File: config.mk
export PLATFORM = sky130hd
export DESIGN_NAME = three_phase_current_sense_clarke_unit_flat
export DESIGN_NICKNAME = d
export VERILOG_FILES = /design/src/rtl/core/tpcs_pkg.sv /design/src/rtl/core/tpcs_if.sv /design/src/rtl/core/tpcs_mul.sv /design/src/rtl/core/three_phase_current_sense_clarke_unit.sv /design/src/flat_wrapper.sv
export SDC_FILE = /design/constraint.sdc
export NUM_CORES = 2
export LEC_CHECK = 0
export ABC_CLOCK_PERIOD_IN_PS = 6450
export BUFFER_PORTS_ARGS = -buffer_cell sky130_fd_sc_hd__buf_2
export CAP_MARGIN = 30
export CORE_ASPECT_RATIO = 1.1
export CORE_MARGIN = 1
export CORE_UTILIZATION = 55
export CTS_CLUSTER_DIAMETER = 150
export CTS_CLUSTER_SIZE = 30
export DETAILED_ROUTE_END_ITERATION = 7
export PLACE_DENSITY = 0.74
export SLEW_MARGIN = 20
export SYNTH_ARGS = -nofsm -noshare
export SYNTH_HDL_FRONTEND = slang
export SYNTH_HIERARCHICAL = 1
export SYNTH_SLANG_ARGS = --single-unit
File: constraint.sdc
create_clock -name clk -period 6.45 [get_ports clk]
set_input_delay 0.9675 -clock clk [delete_from_list [all_inputs] [get_ports clk]]
set_output_delay 0.9675 -clock clk [all_outputs]
set_load 0.02 [all_outputs]
File: src/rtl/core/tpcs_pkg.sv
package tpcs_pkg;

  // ADC code width; the codes and the midpoint are taken modulo 2**ADC_BITS
  localparam int ADC_BITS = 12;

  localparam int GAIN_W = 16;   // Q8 milliamps per code
  localparam int LVL_W  = 19;   // trip / release level in mA
  localparam int CFG_W  = 19;   // widest register
  localparam int CFG_IDX_W = 2;

  localparam int PH_W   = 20;   // phase current, signed
  localparam int BETA_W = 21;   // beta, signed
  localparam int S_W    = PH_W + 2;  // a + 2b, signed

  // shift-add multiplier lanes, shared by all products
  localparam int MUL_W  = 21;
  localparam int PROD_W = 2 * MUL_W;
  localparam int LVL2_W = 2 * LVL_W;

  localparam int PH_SHIFT   = 8;
  localparam int BETA_SHIFT = 15;

  localparam logic [MUL_W-1:0] INV_SQRT3_Q15 = MUL_W'(18919);

  localparam logic [PROD_W-1:0] PH_RND     = PROD_W'(1) << (PH_SHIFT - 1);
  localparam logic [PROD_W-1:0] PH_POS_LIM = (PROD_W'(1) << (PH_W - 1)) - PROD_W'(1);
  localparam logic [PROD_W-1:0] PH_NEG_LIM = PROD_W'(1) << (PH_W - 1);

  localparam logic [PROD_W-1:0] BETA_RND     = PROD_W'(1) << (BETA_SHIFT - 1);
  localparam logic [PROD_W-1:0] BETA_POS_LIM = (PROD_W'(1) << (BETA_W - 1)) - PROD_W'(1);
  localparam logic [PROD_W-1:0] BETA_NEG_LIM = PROD_W'(1) << (BETA_W - 1);

  // register indexes
  localparam logic [CFG_IDX_W-1:0] CFG_ADC_MIDPOINT   = 2'd0;
  localparam logic [CFG_IDX_W-1:0] CFG_MA_PER_CODE_Q8 = 2'd1;
  localparam logic [CFG_IDX_W-1:0] CFG_TRIP_MA        = 2'd2;
  localparam logic [CFG_IDX_W-1:0] CFG_RELEASE_MA     = 2'd3;

  localparam logic [ADC_BITS-1:0] MIDPOINT_RST = ADC_BITS'(2048);
  localparam logic [GAIN_W-1:0]   GAIN_RST     = GAIN_W'(2063);
  localparam logic [LVL_W-1:0]    TRIP_RST     = LVL_W'(20000);
  localparam logic [LVL_W-1:0]    RELEASE_RST  = LVL_W'(18000);

  typedef struct packed {
    logic              start;
    logic [MUL_W-1:0]  mcand;
    logic [MUL_W-1:0]  mplier;
  } mul_req_t;

  typedef struct packed {
    logic              busy;
    logic [PROD_W-1:0] product;
  } mul_rsp_t;

endpackage

File: src/rtl/core/tpcs_if.sv
interface tpcs_sample_if;
  logic                          valid;
  logic                          ready;
  logic [tpcs_pkg::ADC_BITS-1:0] phase_a_code;
  logic [tpcs_pkg::ADC_BITS-1:0] phase_b_code;
  logic [tpcs_pkg::ADC_BITS-1:0] phase_c_code;

  modport source (output valid, phase_a_code, phase_b_code, phase_c_code, input ready);
  modport sink   (input valid, phase_a_code, phase_b_code, phase_c_code, output ready);
endinterface

interface tpcs_result_if;
  logic                              valid;
  logic                              ready;
  logic signed [tpcs_pkg::PH_W-1:0]   phase_a_ma;
  logic signed [tpcs_pkg::PH_W-1:0]   phase_b_ma;
  logic signed [tpcs_pkg::PH_W-1:0]   phase_c_ma;
  logic signed [tpcs_pkg::PH_W-1:0]   alpha_ma;
  logic signed [tpcs_pkg::BETA_W-1:0] beta_ma;
  logic                              oc_tripped;

  modport source (output valid, phase_a_ma, phase_b_ma, phase_c_ma, alpha_ma, beta_ma,
                  oc_tripped, input ready);
  modport sink   (input valid, phase_a_ma, phase_b_ma, phase_c_ma, alpha_ma, beta_ma,
                  oc_tripped, output ready);
endinterface

File: src/rtl/core/tpcs_mul.sv
// Radix-2 shift-add multiplier; one multiplier bit per cycle, stops as soon
// as the remaining multiplier bits are all zero.
module tpcs_mul (
  input  logic               clk,
  input  logic               rst,
  input  tpcs_pkg::mul_req_t req,
  output tpcs_pkg::mul_rsp_t rsp
);

  logic                          busy;
  logic [tpcs_pkg::PROD_W-1:0]   acc;
  logic [tpcs_pkg::PROD_W-1:0]   mcand;
  logic [tpcs_pkg::MUL_W-1:0]    mplier;

  always_ff @(posedge clk) begin
    if (rst) begin
      busy <= 1'b0;
    end else if (req.start) begin
      busy   <= 1'b1;
      acc    <= '0;
      mcand  <= tpcs_pkg::PROD_W'(req.mcand);
      mplier <= req.mplier;
    end else if (busy) begin
      if (mplier == '0) begin
        busy <= 1'b0;
      end else begin
        if (mplier[0]) begin
          acc <= acc + mcand;
        end
        mcand  <= mcand << 1;
        mplier <= mplier >> 1;
      end
    end
  end

  assign rsp.busy    = busy;
  assign rsp.product = acc;

endmodule

File: src/rtl/core/three_phase_current_sense_clarke_unit.sv
// Channel     Dir  Handshake      Payload
// cfg_*       in   cfg_we only    cfg_index (register), cfg_data (value)
// sample_in   in   valid/ready    phase_a_code, phase_b_code, phase_c_code
// result_out  out  valid/ready    phase_a/b/c_ma, alpha_ma, beta_ma, oc_tripped
//
// After the accepting edge, four rounds run on two bit-serial shift-add lanes;
// each round waits until both lanes have run out of multiplier bits (widths:
// |code - midpoint| 12, levels 19, 1/sqrt3 15, squares 20 and 21), then FIN
// loads the output register once free. sample_in.ready (sequencer idle) rises
// with result valid: one set in work at a time. Sync reset clears the
// flag, sequencer and output valid; a stalled result only holds the next FIN.
module three_phase_current_sense_clarke_unit (
  input  logic                             clk,
  input  logic                             rst,
  input  logic                             cfg_we,
  input  logic [tpcs_pkg::CFG_IDX_W-1:0]   cfg_index,
  input  logic [tpcs_pkg::CFG_W-1:0]       cfg_data,
  tpcs_sample_if.sink                      sample_in,
  tpcs_result_if.source                    result_out
);

  // Sequencer. Each op state fires both lanes (go), waits for them, then
  // collects the products.
  //   PH0 : lane0 |dA|*gain        lane1 |dB|*gain
  //   PH1 : lane0 |dC|*gain        lane1 trip*trip
  //   BETA: lane0 |a+2b|*1/sqrt3   lane1 release*release
  //   SQ  : lane0 alpha^2          lane1 beta^2
  //   FIN : hysteresis compare, load output register
  typedef enum logic [2:0] {
    ST_IDLE,
    ST_PH0,
    ST_PH1,
    ST_BETA,
    ST_SQ,
    ST_FIN
  } state_t;

  state_t state;
  logic   go;

  // configuration
  logic [tpcs_pkg::ADC_BITS-1:0] adc_midpoint;
  logic [tpcs_pkg::GAIN_W-1:0]   ma_per_code_q8;
  logic [tpcs_pkg::LVL_W-1:0]    trip_ma;
  logic [tpcs_pkg::LVL_W-1:0]    release_ma;

  // working registers
  logic                              oc_flag;
  logic                              dneg_a, dneg_b, dneg_c;
  logic [tpcs_pkg::ADC_BITS-1:0]     dmag_a, dmag_b, dmag_c;
  logic signed [tpcs_pkg::PH_W-1:0]   a_ma, b_ma, c_ma;
  logic signed [tpcs_pkg::BETA_W-1:0] beta;
  logic [tpcs_pkg::LVL2_W-1:0]        trip2, rel2;
  logic [tpcs_pkg::PROD_W-1:0]        sum;

  // output register
  logic                              out_valid;
  logic signed [tpcs_pkg::PH_W-1:0]   out_a, out_b, out_c;
  logic signed [tpcs_pkg::BETA_W-1:0] out_beta;
  logic                              out_oc;

  tpcs_pkg::mul_req_t req0, req1;
  tpcs_pkg::mul_rsp_t rsp0, rsp1;

  logic [tpcs_pkg::ADC_BITS:0]   sm_a, sm_b, sm_c;
  logic signed [tpcs_pkg::S_W-1:0] s_sum;
  logic                            s_neg;
  logic [tpcs_pkg::MUL_W-1:0]      s_mag;
  logic [tpcs_pkg::PH_W-1:0]       a_mag;
  logic [tpcs_pkg::BETA_W-1:0]     beta_mag;
  logic                            lanes_done;
  logic                            out_free;
  logic                            oc_next;

  // {sign, |code - midpoint|}
  function automatic logic [tpcs_pkg::ADC_BITS:0] sign_mag(
    input logic [tpcs_pkg::ADC_BITS-1:0] code,
    input logic [tpcs_pkg::ADC_BITS-1:0] mid
  );
    logic [tpcs_pkg::ADC_BITS:0] d;
    logic [tpcs_pkg::ADC_BITS:0] m;
    d = {1'b0, code} - {1'b0, mid};
    m = d[tpcs_pkg::ADC_BITS] ? -d : d;
    return {d[tpcs_pkg::ADC_BITS], m[tpcs_pkg::ADC_BITS-1:0]};
  endfunction

  // round half away from zero (sign-magnitude), saturate, apply sign
  function automatic logic signed [tpcs_pkg::PH_W-1:0] ph_finish(
    input logic [tpcs_pkg::PROD_W-1:0] prod,
    input logic                        neg
  );
    logic [tpcs_pkg::PROD_W-1:0] r;
    logic [tpcs_pkg::PROD_W-1:0] lim;
    logic [tpcs_pkg::PH_W-1:0]   m;
    r   = (prod + tpcs_pkg::PH_RND) >> tpcs_pkg::PH_SHIFT;
    lim = neg ? tpcs_pkg::PH_NEG_LIM : tpcs_pkg::PH_POS_LIM;
    m   = (r > lim) ? lim[tpcs_pkg::PH_W-1:0] : r[tpcs_pkg::PH_W-1:0];
    return neg ? $signed(-m) : $signed(m);
  endfunction

  function automatic logic signed [tpcs_pkg::BETA_W-1:0] beta_finish(
    input logic [tpcs_pkg::PROD_W-1:0] prod,
    input logic                        neg
  );
    logic [tpcs_pkg::PROD_W-1:0] r;
    logic [tpcs_pkg::PROD_W-1:0] lim;
    logic [tpcs_pkg::BETA_W-1:0] m;
    r   = (prod + tpcs_pkg::BETA_RND) >> tpcs_pkg::BETA_SHIFT;
    lim = neg ? tpcs_pkg::BETA_NEG_LIM : tpcs_pkg::BETA_POS_LIM;
    m   = (r > lim) ? lim[tpcs_pkg::BETA_W-1:0] : r[tpcs_pkg::BETA_W-1:0];
    return neg ? $signed(-m) : $signed(m);
  endfunction

  assign sm_a = sign_mag(sample_in.phase_a_code, adc_midpoint);
  assign sm_b = sign_mag(sample_in.phase_b_code, adc_midpoint);
  assign sm_c = sign_mag(sample_in.phase_c_code, adc_midpoint);

  // a + 2b in sign-magnitude for the beta multiply
  always_comb begin
    s_sum = tpcs_pkg::S_W'(a_ma) + (tpcs_pkg::S_W'(b_ma) <<< 1);
    s_neg = s_sum[tpcs_pkg::S_W-1];
    s_mag = s_neg ? tpcs_pkg::MUL_W'(-s_sum) : tpcs_pkg::MUL_W'(s_sum);
  end

  assign a_mag    = a_ma[tpcs_pkg::PH_W-1] ? tpcs_pkg::PH_W'(-a_ma) : tpcs_pkg::PH_W'(a_ma);
  assign beta_mag = beta[tpcs_pkg::BETA_W-1] ? tpcs_pkg::BETA_W'(-beta)
                                             : tpcs_pkg::BETA_W'(beta);

  // lane operands follow the state; the lanes latch them on go
  always_comb begin
    req0.start  = go;
    req1.start  = go;
    req0.mcand  = '0;
    req0.mplier = '0;
    req1.mcand  = '0;
    req1.mplier = '0;
    case (state)
      ST_PH0: begin
        req0.mcand  = tpcs_pkg::MUL_W'(ma_per_code_q8);
        req0.mplier = tpcs_pkg::MUL_W'(dmag_a);
        req1.mcand  = tpcs_pkg::MUL_W'(ma_per_code_q8);
        req1.mplier = tpcs_pkg::MUL_W'(dmag_b);
      end
      ST_PH1: begin
        req0.mcand  = tpcs_pkg::MUL_W'(ma_per_code_q8);
        req0.mplier = tpcs_pkg::MUL_W'(dmag_c);
        req1.mcand  = tpcs_pkg::MUL_W'(trip_ma);
        req1.mplier = tpcs_pkg::MUL_W'(trip_ma);
      end
      ST_BETA: begin
        req0.mcand  = s_mag;
        req0.mplier = tpcs_pkg::INV_SQRT3_Q15;
        req1.mcand  = tpcs_pkg::MUL_W'(release_ma);
        req1.mplier = tpcs_pkg::MUL_W'(release_ma);
      end
      ST_SQ: begin
        req0.mcand  = tpcs_pkg::MUL_W'(a_mag);
        req0.mplier = tpcs_pkg::MUL_W'(a_mag);
        req1.mcand  = tpcs_pkg::MUL_W'(beta_mag);
        req1.mplier = tpcs_pkg::MUL_W'(beta_mag);
      end
      default: begin
      end
    endcase
  end

  tpcs_mul u_lane0 (.clk(clk), .rst(rst), .req(req0), .rsp(rsp0));
  tpcs_mul u_lane1 (.clk(clk), .rst(rst), .req(req1), .rsp(rsp1));

  // go is checked too: busy rises only the cycle after the start pulse
  assign lanes_done = !go && !rsp0.busy && !rsp1.busy;
  assign out_free   = !out_valid || result_out.ready;

  // set has priority over clear
  always_comb begin
    oc_next = oc_flag;
    if (sum > tpcs_pkg::PROD_W'(trip2)) begin
      oc_next = 1'b1;
    end else if (sum < tpcs_pkg::PROD_W'(rel2)) begin
      oc_next = 1'b0;
    end
  end

  always_ff @(posedge clk) begin
    if (rst) begin
      state          <= ST_IDLE;
      go             <= 1'b0;
      oc_flag        <= 1'b0;
      out_valid      <= 1'b0;
      adc_midpoint   <= tpcs_pkg::MIDPOINT_RST;
      ma_per_code_q8 <= tpcs_pkg::GAIN_RST;
      trip_ma        <= tpcs_pkg::TRIP_RST;
      release_ma     <= tpcs_pkg::RELEASE_RST;
    end else begin
      go <= 1'b0;

      if (cfg_we) begin
        case (cfg_index)
          tpcs_pkg::CFG_ADC_MIDPOINT:   adc_midpoint   <= cfg_data[tpcs_pkg::ADC_BITS-1:0];
          tpcs_pkg::CFG_MA_PER_CODE_Q8: ma_per_code_q8 <= cfg_data[tpcs_pkg::GAIN_W-1:0];
          tpcs_pkg::CFG_TRIP_MA:        trip_ma        <= cfg_data[tpcs_pkg::LVL_W-1:0];
          tpcs_pkg::CFG_RELEASE_MA:     release_ma     <= cfg_data[tpcs_pkg::LVL_W-1:0];
          default: begin
          end
        endcase
      end

      if (out_valid && result_out.ready) begin
        out_valid <= 1'b0;
      end

      case (state)
        ST_IDLE: begin
          if (sample_in.valid) begin
            dneg_a <= sm_a[tpcs_pkg::ADC_BITS];
            dneg_b <= sm_b[tpcs_pkg::ADC_BITS];
            dneg_c <= sm_c[tpcs_pkg::ADC_BITS];
            dmag_a <= sm_a[tpcs_pkg::ADC_BITS-1:0];
            dmag_b <= sm_b[tpcs_pkg::ADC_BITS-1:0];
            dmag_c <= sm_c[tpcs_pkg::ADC_BITS-1:0];
            state  <= ST_PH0;
            go     <= 1'b1;
          end
        end
        ST_PH0: begin
          if (lanes_done) begin
            a_ma  <= ph_finish(rsp0.product, dneg_a);
            b_ma  <= ph_finish(rsp1.product, dneg_b);
            state <= ST_PH1;
            go    <= 1'b1;
          end
        end
        ST_PH1: begin
          if (lanes_done) begin
            c_ma  <= ph_finish(rsp0.product, dneg_c);
            trip2 <= rsp1.product[tpcs_pkg::LVL2_W-1:0];
            state <= ST_BETA;
            go    <= 1'b1;
          end
        end
        ST_BETA: begin
          if (lanes_done) begin
            beta  <= beta_finish(rsp0.product, s_neg);
            rel2  <= rsp1.product[tpcs_pkg::LVL2_W-1:0];
            state <= ST_SQ;
            go    <= 1'b1;
          end
        end
        ST_SQ: begin
          if (lanes_done) begin
            sum   <= rsp0.product + rsp1.product;
            state <= ST_FIN;
          end
        end
        ST_FIN: begin
          // wait for the output register to drain before committing the flag
          if (out_free) begin
            oc_flag   <= oc_next;
            out_oc    <= oc_next;
            out_a     <= a_ma;
            out_b     <= b_ma;
            out_c     <= c_ma;
            out_beta  <= beta;
            out_valid <= 1'b1;
            state     <= ST_IDLE;
          end
        end
        default: begin
          state <= ST_IDLE;
        end
      endcase
    end
  end

  assign sample_in.ready         = (state == ST_IDLE);
  assign result_out.valid        = out_valid;
  assign result_out.phase_a_ma   = out_a;
  assign result_out.phase_b_ma   = out_b;
  assign result_out.phase_c_ma   = out_c;
  assign result_out.alpha_ma     = out_a;
  assign result_out.beta_ma      = out_beta;
  assign result_out.oc_tripped   = out_oc;

endmodule

File: src/flat_wrapper.sv
// flat-port wrapper written by rule: the top's interface ports become plain ports
module three_phase_current_sense_clarke_unit_flat 
  (clk, rst, cfg_we, cfg_index, cfg_data, sample_in_valid, sample_in_phase_a_code, sample_in_phase_b_code, sample_in_phase_c_code, sample_in_ready, result_out_valid, result_out_phase_a_ma, result_out_phase_b_ma, result_out_phase_c_ma, result_out_alpha_ma, result_out_beta_ma, result_out_oc_tripped, result_out_ready);
  tpcs_sample_if sample_in_i ();
  tpcs_result_if result_out_i ();
  input  logic clk;
  input  logic rst;
  input  logic cfg_we;
  input  logic [tpcs_pkg::CFG_IDX_W-1:0] cfg_index;
  input  logic [tpcs_pkg::CFG_W-1:0] cfg_data;
  input wire logic [$bits(sample_in_i.valid)-1:0] sample_in_valid;
  input wire logic [$bits(sample_in_i.phase_a_code)-1:0] sample_in_phase_a_code;
  input wire logic [$bits(sample_in_i.phase_b_code)-1:0] sample_in_phase_b_code;
  input wire logic [$bits(sample_in_i.phase_c_code)-1:0] sample_in_phase_c_code;
  output wire logic [$bits(sample_in_i.ready)-1:0] sample_in_ready;
  output wire logic [$bits(result_out_i.valid)-1:0] result_out_valid;
  output wire logic [$bits(result_out_i.phase_a_ma)-1:0] result_out_phase_a_ma;
  output wire logic [$bits(result_out_i.phase_b_ma)-1:0] result_out_phase_b_ma;
  output wire logic [$bits(result_out_i.phase_c_ma)-1:0] result_out_phase_c_ma;
  output wire logic [$bits(result_out_i.alpha_ma)-1:0] result_out_alpha_ma;
  output wire logic [$bits(result_out_i.beta_ma)-1:0] result_out_beta_ma;
  output wire logic [$bits(result_out_i.oc_tripped)-1:0] result_out_oc_tripped;
  input wire logic [$bits(result_out_i.ready)-1:0] result_out_ready;
  assign sample_in_i.valid = sample_in_valid;
  assign sample_in_i.phase_a_code = sample_in_phase_a_code;
  assign sample_in_i.phase_b_code = sample_in_phase_b_code;
  assign sample_in_i.phase_c_code = sample_in_phase_c_code;
  assign sample_in_ready = sample_in_i.ready;
  assign result_out_valid = result_out_i.valid;
  assign result_out_phase_a_ma = result_out_i.phase_a_ma;
  assign result_out_phase_b_ma = result_out_i.phase_b_ma;
  assign result_out_phase_c_ma = result_out_i.phase_c_ma;
  assign result_out_alpha_ma = result_out_i.alpha_ma;
  assign result_out_beta_ma = result_out_i.beta_ma;
  assign result_out_oc_tripped = result_out_i.oc_tripped;
  assign result_out_i.ready = result_out_ready;
  three_phase_current_sense_clarke_unit u_core (.clk(clk), .rst(rst), .cfg_we(cfg_we), .cfg_index(cfg_index), .cfg_data(cfg_data), .sample_in(sample_in_i), .result_out(result_out_i));
endmodule
; Word level (Yosys, flattened, before mapping)
; Index checks and enable logic that the tools add are counted.
[word_totals]
out_inout_bits = 104
register_bits = 604
[classes]
reduce_logical = 33
n_addsub = 20
eq_ne = 16
n_lt_le_gt_ge = 6
bitwise_logic = 1
muxes = 59
[op_table]
columns = operator, count
row1 = 2-to-1 mux 42 bit, 10
row2 = case mux 42 bit (4 select lines), 2
row3 = 2-to-1 mux 21 bit, 13
row4 = 2-to-1 mux 20 bit, 10
row5 = adder 42 bit, 3
row6 = > comparator 34 x 42 -> 1 bit, 3
row7 = adder 42 x 8 -> 42 bit (second input constant), 2
row8 = negator 20 bit, 4
row9 = negator 21 bit, 3
row10 = adder 42 x 15 -> 42 bit (second input constant), 1
row11 = > comparator 27 x 42 -> 1 bit, 1
row12 = > comparator 42 x 38 -> 1 bit, 1
row13 = zero test 21 bit, 2
row14 = < comparator 42 x 38 -> 1 bit, 1
row15 = subtractor 12 x 12 -> 13 bit, 3
row16 = 2-to-1 mux 12 bit, 3
row17 = negator 12 bit, 3
row18 = AND reduction 3 bit, 8
row19 = adder 20 x 21 -> 22 bit, 1
row20 = 2-to-1 mux 3 bit, 6
row21 = case mux 3 bit (6 select lines), 1
row22 = != test 2 x 1 -> 1 bit (second input constant), 7
row23 = 2-to-1 mux 1 bit, 13
row24 = AND reduction 2 bit, 5
row25 = other kinds (17), 29

; Longest topological paths before layout
[depth]
ltp_word = 6
ltp_mapped = 33
depth_no_buf = 27

; Modules after synthesis
; The synthesis kept the hierarchy.
[modules_own_cells]
columns = mod, area_each_um2, seq_area_each_um2, instances, cells_each
row1 = three_phase_current_sense_clarke_unit, 28115.7, 11050.6, 1, 3034
row2 = tpcs_mul (u_core.u_lane1), 6618.8, 3173.0, 1, 598
row3 = tpcs_mul (u_core.u_lane0), 6408.6, 3173.0, 1, 568

; Worst setup path after synthesis
; Ideal clock, no wire load.
[synth_timing]
kind = flip-flop to flip-flop
from = register u_core/a_ma[1] (netlist name)
to = register u_core/beta[12] (netlist name) (data pin)
arrival_ns = 6.215
path_slack_ns = -0.032
period_less_slack_ns = 6.482
n_path_buf = 6
stages_incl_launch_ff = 30
cell_sequence = edfxtp_1 ha_1 inv_1 fa_1 nor2b_1 o31ai_1 a21oi_1 a41o_1 a21o_1 buf_2 inv_1 clkbuf_1 clkbuf_1 clkbuf_1 ha_1 nand4_1 or3_1 or3b_1 o211a_1 buf_6 nor2_2 o21ai_0 ha_1 and3_1 and4_1 and3_1 clkbuf_1 or3_1 a22oi_1 nor2_1
[synth_via]
elab_chain_cells = 6
[synth_lines]
columns = element, line
row1 = start: declaration, three_phase_current_sense_clarke_unit.sv:51  ; logic signed [tpcs_pkg::PH_W-1:0] a_ma, b_ma, c_ma;
row2 = start signal: assignment, three_phase_current_sense_clarke_unit.sv:227  ; a_ma <= ph_finish(rsp0.product, dneg_a);
row3 = adder 20 x 21 -> 22 bit *, three_phase_current_sense_clarke_unit.sv:120  ; s_sum = tpcs_pkg::S_W'(a_ma) + (tpcs_pkg::S_W'(b_ma) <<< 1);
row4 = 2-to-1 mux 21 bit, three_phase_current_sense_clarke_unit.sv:109  ; lim = neg ? tpcs_pkg::BETA_NEG_LIM : tpcs_pkg::BETA_POS_LIM;
row5 = > comparator 27 x 42 -> 1 bit, three_phase_current_sense_clarke_unit.sv:110  ; m = (r > lim) ? lim[tpcs_pkg::BETA_W-1:0] : r[tpcs_pkg::BETA_W-1:0];
row6 = 2-to-1 mux 21 bit, three_phase_current_sense_clarke_unit.sv:110
row7 = negator 21 bit, three_phase_current_sense_clarke_unit.sv:111  ; return neg ? $signed(-m) : $signed(m);
row8 = 2-to-1 mux 21 bit *, three_phase_current_sense_clarke_unit.sv:111
row9 = end signal: assignment, three_phase_current_sense_clarke_unit.sv:243  ; beta <= beta_finish(rsp0.product, s_neg);
row10 = end: declaration, three_phase_current_sense_clarke_unit.sv:52  ; logic signed [tpcs_pkg::BETA_W-1:0] beta;
; Every way passes the cells marked *; elsewhere a longest branch is shown, timed or not.
; A chain may end at the register's enable or synchronous reset.

; Final worst setup path
[layout_timing]
from = register u_core/u_lane0/acc[9] (netlist name)
to = register u_core/a_ma[6] (netlist name) (data pin)
[layout_via]
elab_chain_cells = 5
[layout_lines]
columns = element, line
row1 = start: declaration, tpcs_mul.sv:11  ; logic [tpcs_pkg::PROD_W-1:0] acc;
row2 = start signal: assignment, tpcs_mul.sv:28  ; acc <= acc + mcand;
row3 = adder 42 x 8 -> 42 bit *, three_phase_current_sense_clarke_unit.sv:95  ; r = (prod + tpcs_pkg::PH_RND) >> tpcs_pkg::PH_SHIFT;
row4 = > comparator 34 x 42 -> 1 bit, three_phase_current_sense_clarke_unit.sv:97  ; m = (r > lim) ? lim[tpcs_pkg::PH_W-1:0] : r[tpcs_pkg::PH_W-1:0];
row5 = 2-to-1 mux 20 bit *, three_phase_current_sense_clarke_unit.sv:97
row6 = negator 20 bit, three_phase_current_sense_clarke_unit.sv:98  ; return neg ? $signed(-m) : $signed(m);
row7 = 2-to-1 mux 20 bit *, three_phase_current_sense_clarke_unit.sv:98
; Marks and branches as above.

==> impl_metrics.csv <==
group,metric,value,unit
status,status,"completed",
synthesis,yosysTopAreaCellShare,38.7,%
clock_tree,cts_made_buffers,24,
synthesis,synthFlopType,"edfxtp_1",
hold_path,min_path_type,"flop to flop",
synthesis,syn_avg_cell_area,9.80,um2
grt,grt_pass1_wl,183000,um
grt,antenna_found_initial,1,
routing,ant_nets,0,
layout,fillCellCount,6357,
routing,vias,33300,
clock_tree,cts-root-buf,"clkbuf_16",
routing,wirelength,122000,um
timing,drv_slew,0,
power,peakVddDrop,0.217,mV
synthesis,synth_enable_flop_cells,530,
setup_path,cp.arrival,6.57,ns
placement,hpwl,93900,um
timing,timing.fmax,162,MHz
routing,wl_per_cell,23.2,um
job,max_cap_viol_count,0,
layout,layout-drive-gt1-share,11.0,%
timing,relSlewSlack,28.4,%
synthesis,syn_inst,4200,
placement,place_ws,0.443,ns
clock_tree,clock-sinks,604,
clock_tree,clk_pin_slew,0.12,ns
power,pwr_density_cell,284,nW/um2
synthesis,synthSimpleGateAreaFrac,16.6,%
synthesis,synth.largest_area_cell,"edfxtp_1",
clock_tree,clk_path_buf_depth,3,
floorplan,dieHeight,289,um
setup_path,r2r-end,"u_core/a_ma[6]",
synthesis,yosys.area_share.adder,10.6,%
floorplan,io_pins,166,
power,total_power,12.5,mW
synthesis,ys_ff_latch,604,
grt,globalRouteMet1Util,41.7,%
setup_path,rr_worst_depth,19,
synthesis,yosysMostFrequentCell,"edfxtp_1",
grt,track_usage,31.3,%
grt,grt_max_degree,84,
synthesis,synthTopCellsByArea,"edfxtp_1 39%, ha_1 10%, a21oi_1 4.3%, dfxtp_1 3.6%, xnor2_1 3.6%",
setup_path,crit_end,"u_core/a_ma[6]",
floorplan,coreArea,73700,um2
timing,period_needed,6.16,ns
routing,post-route-drc-count,0,
synthesis,syn-num-nets,4607,
timing,worstMarginPinSlew,1.07,ns
grt,first_global_vias,30800,
setup_path,crit_start,"u_core/u_lane0/acc[9]",
synthesis,synth_compound_area_share,16.9,%
layout,fin_util,59.6,%
routing,first_pass_iters,6,
timing,worst_slack,0.288,ns
placement,gp_congestion,1.03,
floorplan,die-area,75900,um2
placement,port_buffers,165,
synthesis,synth_commonest_cells,"530 x edfxtp_1, 366 x nand2_1, 356 x a21oi_1",
routing,viasPerCell,6.31,
setup_path,critical_path_required,6.85,ns
power,leakage,17.4,nW
timing,finalCritPeriodShare,95.5,%
floorplan,die_w,263,um
synthesis,synth_xor_area_share,6.07,%
layout,num-nets-final,4707,
timing,hold_violations,0,
timing,rsz0062_at_grt,"no",
grt,gr-usage-met3,3.59,%
synthesis,synth-seq-area-share,42.3,%
synthesis,synth.distinct_cells,111,
setup_path,worst-path-max-fanout,16,
grt,overflow,0,
synthesis,syn_area,41100,um2
routing,drtIter0Drc,3416,
synthesis,synth_top_family_by_area,"compound AO/OA/AOI/OAI gates",
layout,synthToLayoutAreaGrowth,6.63,%
synthesis,synthArstFlopShare,0,%
grt,met2_usage,51.9,%
grt,grt-busiest-layer,"met2",
synthesis,yosysWarnings,6,
setup_path,end_kind,"flop",
synthesis,synth_mux_area_share,3.53,%
clock_tree,clock_latency,0.63,ns
timing,fin_setup_tns,0,ns
setup_path,worstSetupPathType,"flop to flop",
clock_tree,cts_max_level,1,
floorplan,initial_core_util,55.9,%
setup_path,r2r_start,"u_core/u_lane0/acc[9]",
floorplan,rows,104,
setup_path,crit_path_start_kind,"flop",
timing,fin_worst_skew,0.0409,ns
setup_path,r2r_slack,0.29,ns
clock_tree,cts_tree,"built",
timing,setup_violations,0,
==> routing by layer <==
metal / vias to the layer above / part of all wire [%]
met3: 231 / 7.4
li1: 15700 / -
met1: 16000 / 42
met2: 1372 / 46
met4: 0 / 4.7
met5: - / 0
==> how the worst min path moves through the flow <==
stage / startpoint / to / slack, ns / cells after the start
2_1_floorplan: u_core/c_ma[0] / u_core/result_out.phase_c_ma[0] / 0.40 / 0
3_3_place_gp: u_core/c_ma[2] / u_core/result_out.phase_c_ma[2] / 0.40 / 0
3_5_place_dp: u_core/c_ma[18] / u_core/result_out.phase_c_ma[18] / 0.41 / 0
4_1_cts: u_core/c_ma[1] / u_core/result_out.phase_c_ma[1] / 0.42 / 0
5_1_grt: u_core/c_ma[1] / u_core/result_out.phase_c_ma[1] / 0.42 / 0
6_report: u_core/c_ma[1] / u_core/result_out.phase_c_ma[1] / 0.41 / 0
==> cells in the final DEF (no fill, tap or decap), drive strengths merged, types with 163 or more instances in the layout <==
cell	Yosys	layout
nor2	322	322
edfxtp	530	530
ha	338	338
o21ai	163	163
buf	65	262
nand2	369	369
xnor2	167	167
a21o	173	173
inv	208	208
a21oi	360	360
==> power by group <==
| part | switching, mW | leakage (nW) | internal (mW) |
|---|---|---|---|
| sequential | 0.394 | 5.44 | 4.91 |
| combinational | 3.18 | 11.6 | 1.99 |
| clock | 1.23 | 0.341 | 0.750 |
| total | 4.80 | 17.4 | 7.66 |
==> final cells by class <==
type	count	area (um2)	area share (%)
antenna	1	2.50	0.00570
clock buffer	43	693	1.58
inverter	208	781	1.78
clock inverter	1	30.0	0.0684
tap	954	1190	2.72
multi-input combinational	3199	22200	50.6
timing repair buffer	263	1570	3.57
sequential	604	17400	39.7
==> state kept, by name, indices dropped and copies added (netlist names), 20 cells and up <==
| signal | count |
|---|---|
| u_core/a_ma | 20 |
| u_core/b_ma | 20 |
| u_core/beta | 21 |
| u_core/c_ma | 20 |
| u_core/rel2 | 38 |
| u_core/result_out.alpha_ma | 20 |
| u_core/result_out.beta_ma | 21 |
| u_core/result_out.phase_b_ma | 20 |
| u_core/result_out.phase_c_ma | 20 |
| u_core/sum | 42 |
| u_core/trip2 | 38 |
| u_core/u_lane0/acc | 42 |
| u_core/u_lane0/mcand | 42 |
| u_core/u_lane0/mplier | 21 |
| u_core/u_lane1/acc | 42 |
| u_core/u_lane1/mcand | 42 |
| u_core/u_lane1/mplier | 21 |
==> kinds of logic (layout without fill, tap and decap cells) <==
kind of cell | after synthesis | count (layout)
adder cells (fa/ha/maj) | 345 | 345
multiplexers | 133 | 133
AND/OR/NAND/NOR | 1359 | 1359
XOR/XNOR | 285 | 285
AO/OA/AOI/OAI | 1076 | 1076
buffers and inverters | 397 | 515
other | 1 | 2
flip-flops | 604 | 604
==> metrics by stage <==
step | hold WS (ns) | instances | instance area, um2
global placement | 0.401 | 5219 | 43000
CTS | 0.417 | 5266 | 43800
floorplan | 0.400 | 4200 | 41100
global route | 0.416 | 5272 | 43900
detailed placement | 0.405 | 5222 | 43100
finish | 0.414 | 5273 | 43900
==> critical path, stage by stage (launching register included) <==
cell	delay (ns)
edfxtp_1	0.70
and4_1	0.46
and3_1	0.51
nand2_1	0.14
xnor2_1	0.82
ha_1	0.40
a21o_1	0.19
a21o_1	0.17
a21o_1	0.18
a21o_1	0.17
a211oi_1	0.23
o21ai_0	0.14
a21oi_1	0.17
nand2_1	0.19
buf_4	0.25
o21ai_0	0.18
ha_1	0.24
nand2b_1	0.31
mux2i_1	0.12
a21oi_1	0.36
==> timing repair <==
action,CTS,global route
setup buffers,0,1
endpoints found under the setup margin,0,6
hold buffers,0,0
endpoints found under the hold margin,0,0
resized for setup,0,5
Power figures use the tool's default switching activity.
